[src/rtl/dltq_pkg.sv]
// ----------------------------------------------------------------------------
// dltq_pkg
// Shared types, constants and codes for the delta-list timer queue.
// ----------------------------------------------------------------------------
package dltq_pkg;

    // Number of timer tasks, which is also the queue depth.
    localparam int NUM_TASKS = 8;
    // Width of a queue position.
    localparam int IDX_W     = $clog2(NUM_TASKS);
    // Width of a stored task index.
    localparam int TASK_W    = $clog2(NUM_TASKS);
    // Width of the queue fill count, which must be able to hold NUM_TASKS.
    localparam int CNT_W     = $clog2(NUM_TASKS + 1);
    // Width of a delta value.
    localparam int DELTA_W   = 16;
    // Largest delta value, used to saturate merged deltas.
    localparam logic [DELTA_W-1:0] DELTA_MAX = '1;

    // Operation codes of an input transaction.
    typedef enum logic [1:0] {
        OP_TICK  = 2'd0,
        OP_START = 2'd1,
        OP_ABORT = 2'd2,
        OP_QUERY = 2'd3
    } t_opcode;

    // Per-task status codes.
    typedef enum logic [1:0] {
        ST_IDLE = 2'd0,
        ST_RUN  = 2'd1,
        ST_DONE = 2'd2
    } t_task_status;

    // Input transaction payload.
    typedef struct packed {
        logic [1:0]  opcode;
        logic [2:0]  task_index;
        logic [15:0] delay_us;
        logic        use_callback;
    } t_in_item;

    // Result transaction payload.
    typedef struct packed {
        logic        fired;
        logic [2:0]  fired_task;
        logic        notify_request;
        logic [1:0]  task_status;
        logic        error;
        logic        last;
    } t_out_item;

    // Commands from the controller to the datapath.
    typedef enum logic [3:0] {
        CMD_NONE,
        CMD_LATCH,
        CMD_TICK_DEC,
        CMD_FIRE,
        CMD_ABT_FIND,
        CMD_ABT_SHIFT,
        CMD_ABT_MERGE,
        CMD_INS_INIT,
        CMD_WALK_ADV,
        CMD_WALK_FIX,
        CMD_INS_PUT,
        CMD_REPLY,
        CMD_REPLY_ERR
    } t_dp_cmd;

    // Status from the datapath to the controller.
    typedef struct packed {
        logic [1:0] op;
        logic       task_ok;
        logic       delay_zero;
        logic       running;
        logic       count_zero;
        logic       count_full;
        logic       walk_end;
        logic       walk_less;
        logic       head_due;
        logic       out_free;
    } t_dp_status;

    // Controller states.
    typedef enum logic [3:0] {
        S_IDLE,
        S_DISPATCH,
        S_TICK_DEC,
        S_FIRE,
        S_ABT_FIND,
        S_ABT_SHIFT,
        S_ABT_MERGE,
        S_INS_INIT,
        S_INS_WALK,
        S_INS_PUT,
        S_REPLY,
        S_REPLY_ERR
    } t_ctrl_state;

    // True when a task index names an existing task.
    function automatic logic task_in_range(input logic [2:0] t);
        return (32'(t) < NUM_TASKS);
    endfunction

endpackage

[src/rtl/dltq_datapath.sv]
// ----------------------------------------------------------------------------
// dltq_datapath
// Queue storage, per-task status, walk pointer and result register.
// ----------------------------------------------------------------------------
module dltq_datapath import dltq_pkg::*; (
    input  logic       i_clk,
    input  logic       i_rst_n,
    input  t_in_item   i_in_data,
    input  t_dp_cmd    i_cmd,
    output t_dp_status o_status,
    output logic       o_out_valid,
    input  logic       i_out_ready,
    output t_out_item  o_out_data
);

    logic [TASK_W-1:0]  r_q_task  [NUM_TASKS];
    logic [DELTA_W-1:0] r_q_delta [NUM_TASKS];
    logic [CNT_W-1:0]   r_count;
    t_task_status       r_status  [NUM_TASKS];
    logic [NUM_TASKS-1:0] r_notify;
    logic [CNT_W-1:0]   r_ptr;
    logic [DELTA_W-1:0] r_rem;
    t_in_item           r_cmd_in;
    logic               r_out_valid;
    t_out_item          r_out_data;

    logic [DELTA_W-1:0] rd_delta;
    logic [DELTA_W:0]   merge_sum;
    logic [DELTA_W-1:0] merge_sat;
    logic [CNT_W-1:0]   match_pos;
    logic [TASK_W-1:0]  cur_task;
    logic [TASK_W-1:0]  head_task;
    logic               cur_task_ok;
    t_task_status       cur_status;
    logic               fire_last;

    // The single read port of the queue follows the walk pointer.
    assign rd_delta  = r_q_delta[r_ptr[IDX_W-1:0]];
    assign merge_sum = {1'b0, rd_delta} + {1'b0, r_rem};
    assign merge_sat = merge_sum[DELTA_W] ? DELTA_MAX : merge_sum[DELTA_W-1:0];

    assign cur_task    = r_cmd_in.task_index[TASK_W-1:0];
    assign cur_task_ok = task_in_range(r_cmd_in.task_index);
    assign cur_status  = cur_task_ok ? r_status[cur_task] : ST_IDLE;
    assign head_task   = r_q_task[0];
    // The popped head is the last to fire when nothing with zero delta follows it.
    assign fire_last   = (r_count == CNT_W'(1)) || (r_q_delta[1] != '0);

    // Find the first live queue entry that holds the named task.
    always_comb begin
        match_pos = '0;
        for (int i = NUM_TASKS - 1; i >= 0; i--) begin
            if ((CNT_W'(i) < r_count) && (r_q_task[i] == cur_task)) begin
                match_pos = CNT_W'(i);
            end
        end
    end

    // Status flags for the controller.
    always_comb begin
        o_status.op         = r_cmd_in.opcode;
        o_status.task_ok    = cur_task_ok;
        o_status.delay_zero = (r_cmd_in.delay_us == '0);
        o_status.running    = cur_task_ok && (r_status[cur_task] == ST_RUN);
        o_status.count_zero = (r_count == '0);
        o_status.count_full = (r_count >= CNT_W'(NUM_TASKS));
        o_status.walk_end   = (r_ptr == r_count);
        o_status.walk_less  = (r_rem < rd_delta);
        o_status.head_due   = (r_count != '0) && (r_q_delta[0] == '0);
        o_status.out_free   = !r_out_valid || i_out_ready;
    end

    // Control state: fill count, task status, notify enables, result valid.
    always_ff @(posedge i_clk) begin
        if (!i_rst_n) begin
            r_count     <= '0;
            r_notify    <= '0;
            r_out_valid <= 1'b0;
            for (int i = 0; i < NUM_TASKS; i++) begin
                r_status[i] <= ST_IDLE;
            end
        end else begin
            // A result stays valid until taken, unless a new one replaces it.
            if (i_cmd inside {CMD_FIRE, CMD_REPLY, CMD_REPLY_ERR}) begin
                r_out_valid <= 1'b1;
            end else if (i_out_ready) begin
                r_out_valid <= 1'b0;
            end
            case (i_cmd)
                CMD_FIRE: begin
                    r_count             <= r_count - CNT_W'(1);
                    r_status[head_task] <= ST_DONE;
                end
                CMD_ABT_FIND: begin
                    r_status[cur_task] <= ST_IDLE;
                end
                CMD_ABT_SHIFT: begin
                    r_count <= r_count - CNT_W'(1);
                end
                CMD_INS_PUT: begin
                    r_count            <= r_count + CNT_W'(1);
                    r_status[cur_task] <= ST_RUN;
                    r_notify[cur_task] <= r_cmd_in.use_callback;
                end
                default: begin
                end
            endcase
        end
    end

    // Payload: queue entries, walk registers, latched command, result data.
    always_ff @(posedge i_clk) begin
        case (i_cmd)
            CMD_LATCH: begin
                r_cmd_in <= i_in_data;
            end
            CMD_TICK_DEC: begin
                if (r_q_delta[0] != '0) begin
                    r_q_delta[0] <= r_q_delta[0] - DELTA_W'(1);
                end
            end
            CMD_FIRE: begin
                for (int i = 0; i < NUM_TASKS - 1; i++) begin
                    r_q_delta[i] <= r_q_delta[i+1];
                    r_q_task[i]  <= r_q_task[i+1];
                end
                r_out_data.fired          <= 1'b1;
                r_out_data.fired_task     <= 3'(head_task);
                r_out_data.notify_request <= r_notify[head_task];
                r_out_data.task_status    <= ST_DONE;
                r_out_data.error          <= 1'b0;
                r_out_data.last           <= fire_last;
            end
            CMD_ABT_FIND: begin
                r_ptr <= match_pos;
            end
            CMD_ABT_SHIFT: begin
                // Keep the removed delta so it can be added to its successor.
                r_rem <= rd_delta;
                for (int i = 0; i < NUM_TASKS - 1; i++) begin
                    if (CNT_W'(i) >= r_ptr) begin
                        r_q_delta[i] <= r_q_delta[i+1];
                        r_q_task[i]  <= r_q_task[i+1];
                    end
                end
            end
            CMD_ABT_MERGE: begin
                if (r_ptr < r_count) begin
                    r_q_delta[r_ptr[IDX_W-1:0]] <= merge_sat;
                end
            end
            CMD_INS_INIT: begin
                r_ptr <= '0;
                r_rem <= r_cmd_in.delay_us;
            end
            CMD_WALK_ADV: begin
                r_rem <= r_rem - rd_delta;
                r_ptr <= r_ptr + CNT_W'(1);
            end
            CMD_WALK_FIX: begin
                r_q_delta[r_ptr[IDX_W-1:0]] <= rd_delta - r_rem;
            end
            CMD_INS_PUT: begin
                for (int i = 1; i < NUM_TASKS; i++) begin
                    if (CNT_W'(i) > r_ptr) begin
                        r_q_delta[i] <= r_q_delta[i-1];
                        r_q_task[i]  <= r_q_task[i-1];
                    end
                end
                r_q_delta[r_ptr[IDX_W-1:0]] <= r_rem;
                r_q_task[r_ptr[IDX_W-1:0]]  <= cur_task;
            end
            CMD_REPLY, CMD_REPLY_ERR: begin
                r_out_data.fired          <= 1'b0;
                r_out_data.fired_task     <= r_cmd_in.task_index;
                r_out_data.notify_request <= 1'b0;
                r_out_data.task_status    <= cur_status;
                r_out_data.error          <= (i_cmd == CMD_REPLY_ERR);
                r_out_data.last           <= 1'b1;
            end
            default: begin
            end
        endcase
    end

    assign o_out_valid = r_out_valid;
    assign o_out_data  = r_out_data;

endmodule

[src/rtl/dltq_ctrl.sv]
// ----------------------------------------------------------------------------
// dltq_ctrl
// Sequencer that steps the datapath through tick, start, abort and query.
// ----------------------------------------------------------------------------
module dltq_ctrl import dltq_pkg::*; (
    input  logic       i_clk,
    input  logic       i_rst_n,
    input  logic       i_in_valid,
    output logic       o_in_ready,
    input  t_dp_status i_status,
    output t_dp_cmd    o_cmd
);

    t_ctrl_state r_state;
    t_ctrl_state n_state;

    // State register.
    always_ff @(posedge i_clk) begin
        if (!i_rst_n) begin
            r_state <= S_IDLE;
        end else begin
            r_state <= n_state;
        end
    end

    // Next state and datapath commands.
    always_comb begin
        n_state    = r_state;
        o_cmd      = CMD_NONE;
        o_in_ready = 1'b0;
        unique case (r_state)
            S_IDLE: begin
                o_in_ready = 1'b1;
                if (i_in_valid) begin
                    o_cmd   = CMD_LATCH;
                    n_state = S_DISPATCH;
                end
            end
            S_DISPATCH: begin
                unique case (i_status.op)
                    OP_TICK: begin
                        n_state = i_status.count_zero ? S_IDLE : S_TICK_DEC;
                    end
                    OP_START: begin
                        if (!i_status.task_ok || i_status.delay_zero) begin
                            n_state = S_REPLY_ERR;
                        end else if (i_status.running) begin
                            n_state = S_ABT_FIND;
                        end else begin
                            n_state = S_INS_INIT;
                        end
                    end
                    OP_ABORT: begin
                        n_state = i_status.running ? S_ABT_FIND : S_REPLY;
                    end
                    OP_QUERY: begin
                        n_state = S_REPLY;
                    end
                    default: begin
                        n_state = S_REPLY;
                    end
                endcase
            end
            S_TICK_DEC: begin
                o_cmd   = CMD_TICK_DEC;
                n_state = S_FIRE;
            end
            S_FIRE: begin
                // Pop due entries one at a time as the result register frees up.
                if (!i_status.head_due) begin
                    n_state = S_IDLE;
                end else if (i_status.out_free) begin
                    o_cmd = CMD_FIRE;
                end
            end
            S_ABT_FIND: begin
                o_cmd   = CMD_ABT_FIND;
                n_state = S_ABT_SHIFT;
            end
            S_ABT_SHIFT: begin
                o_cmd   = CMD_ABT_SHIFT;
                n_state = S_ABT_MERGE;
            end
            S_ABT_MERGE: begin
                o_cmd   = CMD_ABT_MERGE;
                n_state = (i_status.op == OP_START) ? S_INS_INIT : S_REPLY;
            end
            S_INS_INIT: begin
                if (i_status.count_full) begin
                    n_state = S_REPLY_ERR;
                end else begin
                    o_cmd   = CMD_INS_INIT;
                    n_state = S_INS_WALK;
                end
            end
            S_INS_WALK: begin
                // Walk until the tail or the first entry with a larger delta.
                if (i_status.walk_end) begin
                    n_state = S_INS_PUT;
                end else if (i_status.walk_less) begin
                    o_cmd   = CMD_WALK_FIX;
                    n_state = S_INS_PUT;
                end else begin
                    o_cmd = CMD_WALK_ADV;
                end
            end
            S_INS_PUT: begin
                o_cmd   = CMD_INS_PUT;
                n_state = S_REPLY;
            end
            S_REPLY: begin
                if (i_status.out_free) begin
                    o_cmd   = CMD_REPLY;
                    n_state = S_IDLE;
                end
            end
            S_REPLY_ERR: begin
                if (i_status.out_free) begin
                    o_cmd   = CMD_REPLY_ERR;
                    n_state = S_IDLE;
                end
            end
            default: begin
                n_state = S_IDLE;
            end
        endcase
    end

endmodule

[src/rtl/delta_list_timer_queue_unit.sv]
// ----------------------------------------------------------------------------
// delta_list_timer_queue_unit
// One-shot timers kept in a deadline-sorted queue of relative delays.
// ----------------------------------------------------------------------------
// Usage:
//   The input channel (i_in_valid, o_in_ready, i_in_data) takes one command
//   per transaction: tick, start, abort or query. The output channel
//   (o_out_valid, i_out_ready, o_out_data) returns one result for each
//   start, abort or query, and one result per expiring task on a tick; the
//   final result of a command carries last. A tick that fires nothing
//   returns no result.
//   One command is processed at a time. A start of a running task first
//   removes it from the queue as an abort does, then inserts it anew; the
//   insert walks the queue entry by entry through its single read port (up
//   to NUM_TASKS - 1 entries). A tick decrements the head delta, then fires
//   the due tasks one at a time.
//   The result register decouples the channels: a new command is accepted
//   while a result still waits; processing pauses only when a new result
//   must be written and the previous one is still held by the receiver.
//   Reset (synchronous, active low) empties the queue and sets every task
//   idle with notification disabled.
// ----------------------------------------------------------------------------
module delta_list_timer_queue_unit import dltq_pkg::*; (
    input  logic      i_clk,
    input  logic      i_rst_n,
    input  logic      i_in_valid,
    output logic      o_in_ready,
    input  t_in_item  i_in_data,
    output logic      o_out_valid,
    input  logic      i_out_ready,
    output t_out_item o_out_data
);

    t_dp_cmd    cmd;
    t_dp_status dp_status;

    // Sequencer.
    dltq_ctrl u_ctrl (
        .i_clk      (i_clk),
        .i_rst_n    (i_rst_n),
        .i_in_valid (i_in_valid),
        .o_in_ready (o_in_ready),
        .i_status   (dp_status),
        .o_cmd      (cmd)
    );

    // Queue storage and result register.
    dltq_datapath u_datapath (
        .i_clk       (i_clk),
        .i_rst_n     (i_rst_n),
        .i_in_data   (i_in_data),
        .i_cmd       (cmd),
        .o_status    (dp_status),
        .o_out_valid (o_out_valid),
        .i_out_ready (i_out_ready),
        .o_out_data  (o_out_data)
    );

endmodule

[config.mk]
export PLATFORM = sky130hd
export DESIGN_NAME = delta_list_timer_queue_unit
export DESIGN_NICKNAME = d
export VERILOG_FILES = /design/src/rtl/dltq_pkg.sv /design/src/rtl/dltq_datapath.sv /design/src/rtl/dltq_ctrl.sv /design/src/rtl/delta_list_timer_queue_unit.sv
export SDC_FILE = /design/constraint.sdc
export NUM_CORES = 1
export LEC_CHECK = 0
export ABC_AREA = 1
export ABC_CLOCK_PERIOD_IN_PS = 9700
export BUFFER_PORTS_ARGS = -buffer_cell sky130_fd_sc_hd__buf_2
export CORE_MARGIN = 8
export CORE_UTILIZATION = 50
export DETAILED_ROUTE_END_ITERATION = 7
export PLACE_DENSITY = 0.66
export SYNTH_ARGS = -nofsm -noshare
export SYNTH_HDL_FRONTEND = slang
export SYNTH_SLANG_ARGS = --single-unit
export TNS_END_PERCENT = 100
[constraint.sdc]
create_clock -name i_clk -period 9.7 [get_ports i_clk]
set_input_delay 0.485 -clock i_clk [delete_from_list [all_inputs] [get_ports i_clk]]
set_output_delay 0.485 -clock i_clk [all_outputs]
set_load 0.03 [all_outputs]
# Word-level counts from Yosys, hierarchy flattened
# Memory sizes are Yosys's and may differ from the RTL's. A register that Yosys moved wholly into a read port is not among the register bits.
# Cells that the tools add are included.
[totals]
reg_bits = 68
ramBits = 168
n_memories = 3
elab_cells = 309
output_inout_bits = 11
[classes]
n_lt_le_gt_ge = 28
n_mux = 149
n_reduce_logical = 35
eq_ne = 41
bitwise_logic = 30
add_sub_neg = 7
[mem_list]
columns = ["name", "words", "width", "read_ports", "rd_clocked_by_memory_dff", "wr", "line", "text"]
rows = [
  ["u_datapath.r_q_delta", 8, 16, 9, 1, 8, "dltq_datapath.sv:17", "logic [DELTA_W-1:0] r_q_delta [NUM_TASKS];"],
  ["u_datapath.r_q_task", 8, 3, 8, 0, 8, "dltq_datapath.sv:16", "logic [TASK_W-1:0] r_q_task [NUM_TASKS];"],
  ["u_datapath.r_status", 8, 2, 1, 1, 8, "dltq_datapath.sv:19", "t_task_status r_status [NUM_TASKS];"],
]
[ops]
columns = ["operator", "n"]
rows = [
  ["16-bit two-way mux", 18],
  ["4-bit one-hot mux with 11 select lines", 2],
  ["3-bit two-way mux", 29],
  ["1-bit two-way mux", 73],
  ["4-bit two-way mux", 12],
  ["16-bit one-hot mux with 3 select lines", 1],
  ["4-bit == test (second input constant)", 9],
  ["4-bit by 3-bit == test with 1-bit output (second input constant)", 8],
  ["16-bit zero test", 2],
  ["16-bit nonzero test", 2],
  ["16-bit subtractor", 2],
  ["1-bit bitwise OR", 30],
  ["3-bit == test", 8],
  ["9-bit one-hot mux with 2 select lines", 1],
  ["16-bit by 16-bit adder with 17-bit output", 1],
  ["4-bit by 2-bit == test with 1-bit output (second input constant)", 4],
  ["3-bit by 4-bit greater-than comparator with 1-bit output (first input constant)", 4],
  ["16-bit less-than comparator", 1],
  ["3-bit by 4-bit less-than comparator with 1-bit output (first input constant)", 4],
  ["4-bit one-hot mux with 4 select lines", 1],
  ["16-bit OR reduction", 1],
  ["16-bit by 1-bit subtractor with 16-bit output (second input constant)", 1],
  ["2-bit two-way mux", 7],
  ["4-bit by 1-bit == test with 1-bit output (second input constant)", 3],
  ["35 further kinds", 66],
]

# Depth between registers and ports, before layout
# An unclocked memory read counts as a cell.
[logic_depth]
ltp_word = 13
ltp_mapped = 27
mapped_depth_nobuf = 23

# Cells and area by module
# Synthesis repeated with hierarchy kept, for this count alone.
[unflattened]
hier_cells = 2387
hier_area_um2 = 17618.1
[modules_own_cells]
columns = ["module", "instances", "area_per_inst_um2", "cells_each"]
rows = [
  ["dltq_datapath", 1, 17106.4, 2290],
  ["dltq_ctrl", 1, 511.7, 97],
]

# Worst setup path before layout
# Ideal clock, no wire load.
[synth_path]
path_kind = "register -> register"
start = "register with a tool-made name"
end = "memory u_datapath.r_q_delta[7][0], enable pin"
path_stages_with_launch = 21
path_buffers = 3
t_arrival_ns = 3.604
required_time_ns = 9.286
synth_period_minus_slack_ns = 4.018
setup_slack_ns = 5.682
cell_sequence = "dfxtp_1 buf_2 buf_1 o21ai_0 o21ai_0 inv_1 o21ai_0 inv_1 fa_1 inv_1 o21ai_1 nand2_1 nand2_2 nand2_2 nand3_4 nand2_4 inv_4 nor2_8 inv_4 buf_4 o31ai_1"
[synth_lines]
columns = ["item", "line"]
rows = [
  ["end: declaration", "dltq_datapath.sv:17"],
]

==> flow_summary.yaml <==
detailed_routing:
  wl_mm: 64.18
  wl_met2_mm: 28.48
  vias_per_cell: 6.023
  route.layer.met1.wl_mm: 26.47
  post_drt_wl_per_cell_um: 22.90
  wl_met3_mm: 6.298
  num_vias: 16882
  drt_drc_violations_left: 0
  dr.pass1.iters: 6
  ant_nets: 0
  top_layer: "met4"
  drtIter0Drc: 2159
global_route:
  grt_pass1_vias: 15646
  grt_start_max_net_pins: 81
  track_usage_pct: 30.22
  grt_pass1_wl_mm: 96.14
  gr-total-overflow: 0
  antenna_found_initial: 0
logic_synthesis:
  async_reset_ff_share_pct: 0
  synth-main-ff-cell: "edfxtp_1"
  synth_top_cells_by_count: "659 x nand2_1, 270 x inv_1, 219 x edfxtp_1, 215 x o21ai_0, 172 x nor2_1"
  ys_warn_count: 0
  yosysTopAreaCell: "edfxtp_1"
  syn_avg_cell_area_um2: 7.474
  ys_top_cells_by_area: "edfxtp_1 37%, nand2_1 14%, o21ai_0 6.1%"
  ys_seq_area_share_pct: 40.05
  ys_ff_latch: 242
  synthMostInstantiatedCell: "nand2_1"
  synth_top_cell_area_share_pct: 37.43
  synth_cell_types: 54
  synth_edf_count: 219
  syn_inst: 2351
  synth_fp_nets: 2447
  syn_area_um2: 17570
floorplan:
  start_util_pct: 50.87
  rows: 68
  core_area_um2: 34540
  die_width_um: 203.5
  boundaryPins: 37
  die_h_um: 203.5
  die_area_um2: 41400
clock_network:
  htree_levels: 1
  postCtsResizedCells: 0
  cts_hold_buf: 0
  cts_root_buffer: "clkbuf_16"
  cts_buffers: 28
  clkTransAtPathRegs_ps: 60
  insertion_delay_ps: 570
  post-cts-setup-buffers: 0
  clock_sinks: 242
  cts_tree: "done"
  clockBufferDepth: 3
outcome:
  status: "finished, final reports clean"
pwr:
  vdd_drop_max_v: 0.0001848
  p_leak_nw: 8.086
  power_mw: 6.197
  power_per_cell_area_nw_per_um2: 328.6
setup_path:
  arrival_ps: 5540
  required_ps: 9700
  reg2regPathDepth: 18
  cp_max_fo: 80
  path_cells: "buf_4, inv_1, buf_4, nor2_1, o21ai_0, inv_1, o21ai_0, inv_1, ha_1, nand2_1, inv_1, nand2_1, nor3_1, nand2_2, nand3_4, nand2_4, nand2_2, nand4_1"
  r2r_setup_slack_ps: 4170
  path_buf_inv: 6
  crit_family: "simple AND/OR/NAND/NOR gates"
  cp-start-kind: "flip-flop"
  cp-end-kind: "flip-flop"
  path_depth: 18
  path_common_cell: "inv_1"
  critPathMaxStageDelay_ps: 830
  crit_type: "reg2reg"
  r2r_end: "u_datapath.r_q_delta[6][5]"
  endpoint: "u_datapath.r_q_delta[6][5]"
  slowest_stage: "nand4_1"
timing:
  final.min_clock_period_ps: 5535
  final.setup.tns_ps: 0
  skew_ps: 12.45
  period_share_pct: 57.06
  drv_slew: 0
  fmax_ghz: 0.1807
  setup_viol: 0
  worst_pin_slew_ps: 1224
  finalWorstSetupSlack_ps: 4165
  rsz0062_at_grt: "no"
  whs_ps: 99.47
  relSlewSlack_pct: 17.93
  hold_viol_final: 0
finish:
  n_antenna_cell: 0
  area_delta_synth_final_pct: 7.320
  n_fill_cell: 3334
  layout-drive-gt1-share_pct: 7.368
  nets: 2422
  final_area_um2: 18860
placement:
  io_buffer_count: 36
  hpwl_mm: 48.03
  place_ws_ps: 4307
  gp_congestion: 1.041
  placed_area_um2: 17900
flow_run:
  max_cap_viol_count: 0
min_path:
  worstHoldPathType: "in2reg"
## layout make-up
class	count	area, µm²	share of cell area (%)
multi-input combinational	1712	8925	47.33
inverter	297	1125	5.965
clock buffer	39	793.3	4.206
clock inverter	13	160.2	0.8493
sequential	242	7038	37.32
timing repair buffer	45	247.7	1.314
tap	455	569.3	3.019
## through the flow
stage	util, %	cells
after global placement	51.83	2751
after global routing	54.59	2803
final	54.59	2803
after floorplan	-	2351
after CTS	54.59	2803
after detailed placement	51.83	2751
## flip-flops by register name, summed over array words and instances (netlist names), named ones only
signal / count
u_datapath.o_out_valid: 1
u_datapath.r_notify: 8
u_datapath.r_cmd_in: 17
u_ctrl.r_state: 4
u_datapath.r_ptr: 4
u_datapath.r_rem: 16
u_datapath.r_count: 4
u_datapath.r_q_task: 24
u_datapath.r_q_delta: 128
u_datapath.o_status: 2
u_datapath.r_status: 16
u_datapath.o_out_data: 9
u_datapath.cur_task: 3
## worst min path at each step
stage,startpoint,depth (start not counted),slack [ps],end
floorplan,u_datapath.r_notify[2],2,450,u_datapath.r_notify[2]
global placement,u_datapath.r_notify[0],2,470,u_datapath.r_notify[0]
detailed placement,u_datapath.r_notify[0],2,470,u_datapath.r_notify[0]
CTS,i_in_data[0],1,80,u_datapath.r_cmd_in[0]
global route,i_in_data[0],1,90,u_datapath.r_cmd_in[0]
finish,i_in_data[0],1,100,u_datapath.r_cmd_in[0]
## cell families (layout without fill, tap and decap cells)
logic type	after synthesis	after routing	synth area share, %
buf+inv	397	394	9.221
fa+ha+maj	70	70	5.112
compound gates	503	503	16.46
simple gates	1081	1081	26.27
xor+xnor	58	58	2.891
flops	242	242	40.05
## report_power, final
part	switching, mW	internal, mW	total (mW)
Clock	0.460	0.654	1.11
Combinational	2.64	0.923	3.57
Sequential	0.174	1.34	1.52
## cells in the final DEF, fill, tap and decap left out, types with 6 or more instances in the layout
| cell | n |
|---|---|
| o21ai_0 | 215 |
| nand2_1 | 659 |
| o22ai_1 | 15 |
| o211ai_1 | 91 |
| xor2_1 | 39 |
| nand4_1 | 37 |
| inv_1 | 270 |
| dfxtp_1 | 22 |
| clkbuf_16 | 29 |
| a21oi_1 | 123 |
| clkbuf_1 | 7 |
| xnor2_1 | 19 |
| buf_4 | 9 |
| buf_2 | 36 |
| o221ai_1 | 10 |
| nor2_1 | 172 |
| nor3_1 | 20 |
| o21ai_1 | 19 |
| inv_2 | 18 |
| o21bai_1 | 6 |
| nand3_1 | 134 |
| or2_2 | 17 |
| ha_1 | 67 |
| edfxtp_1 | 219 |
| nand2_2 | 15 |
## layer usage
metal / vias up / GRT usage (%)
li1: 7816 / -
met2: 957 / 47.49
met4: 0 / 12.67
met5: - / 0
met3: 179 / 5.300
met1: 7930 / 40.74
Power figures use the tool's default switching activity.
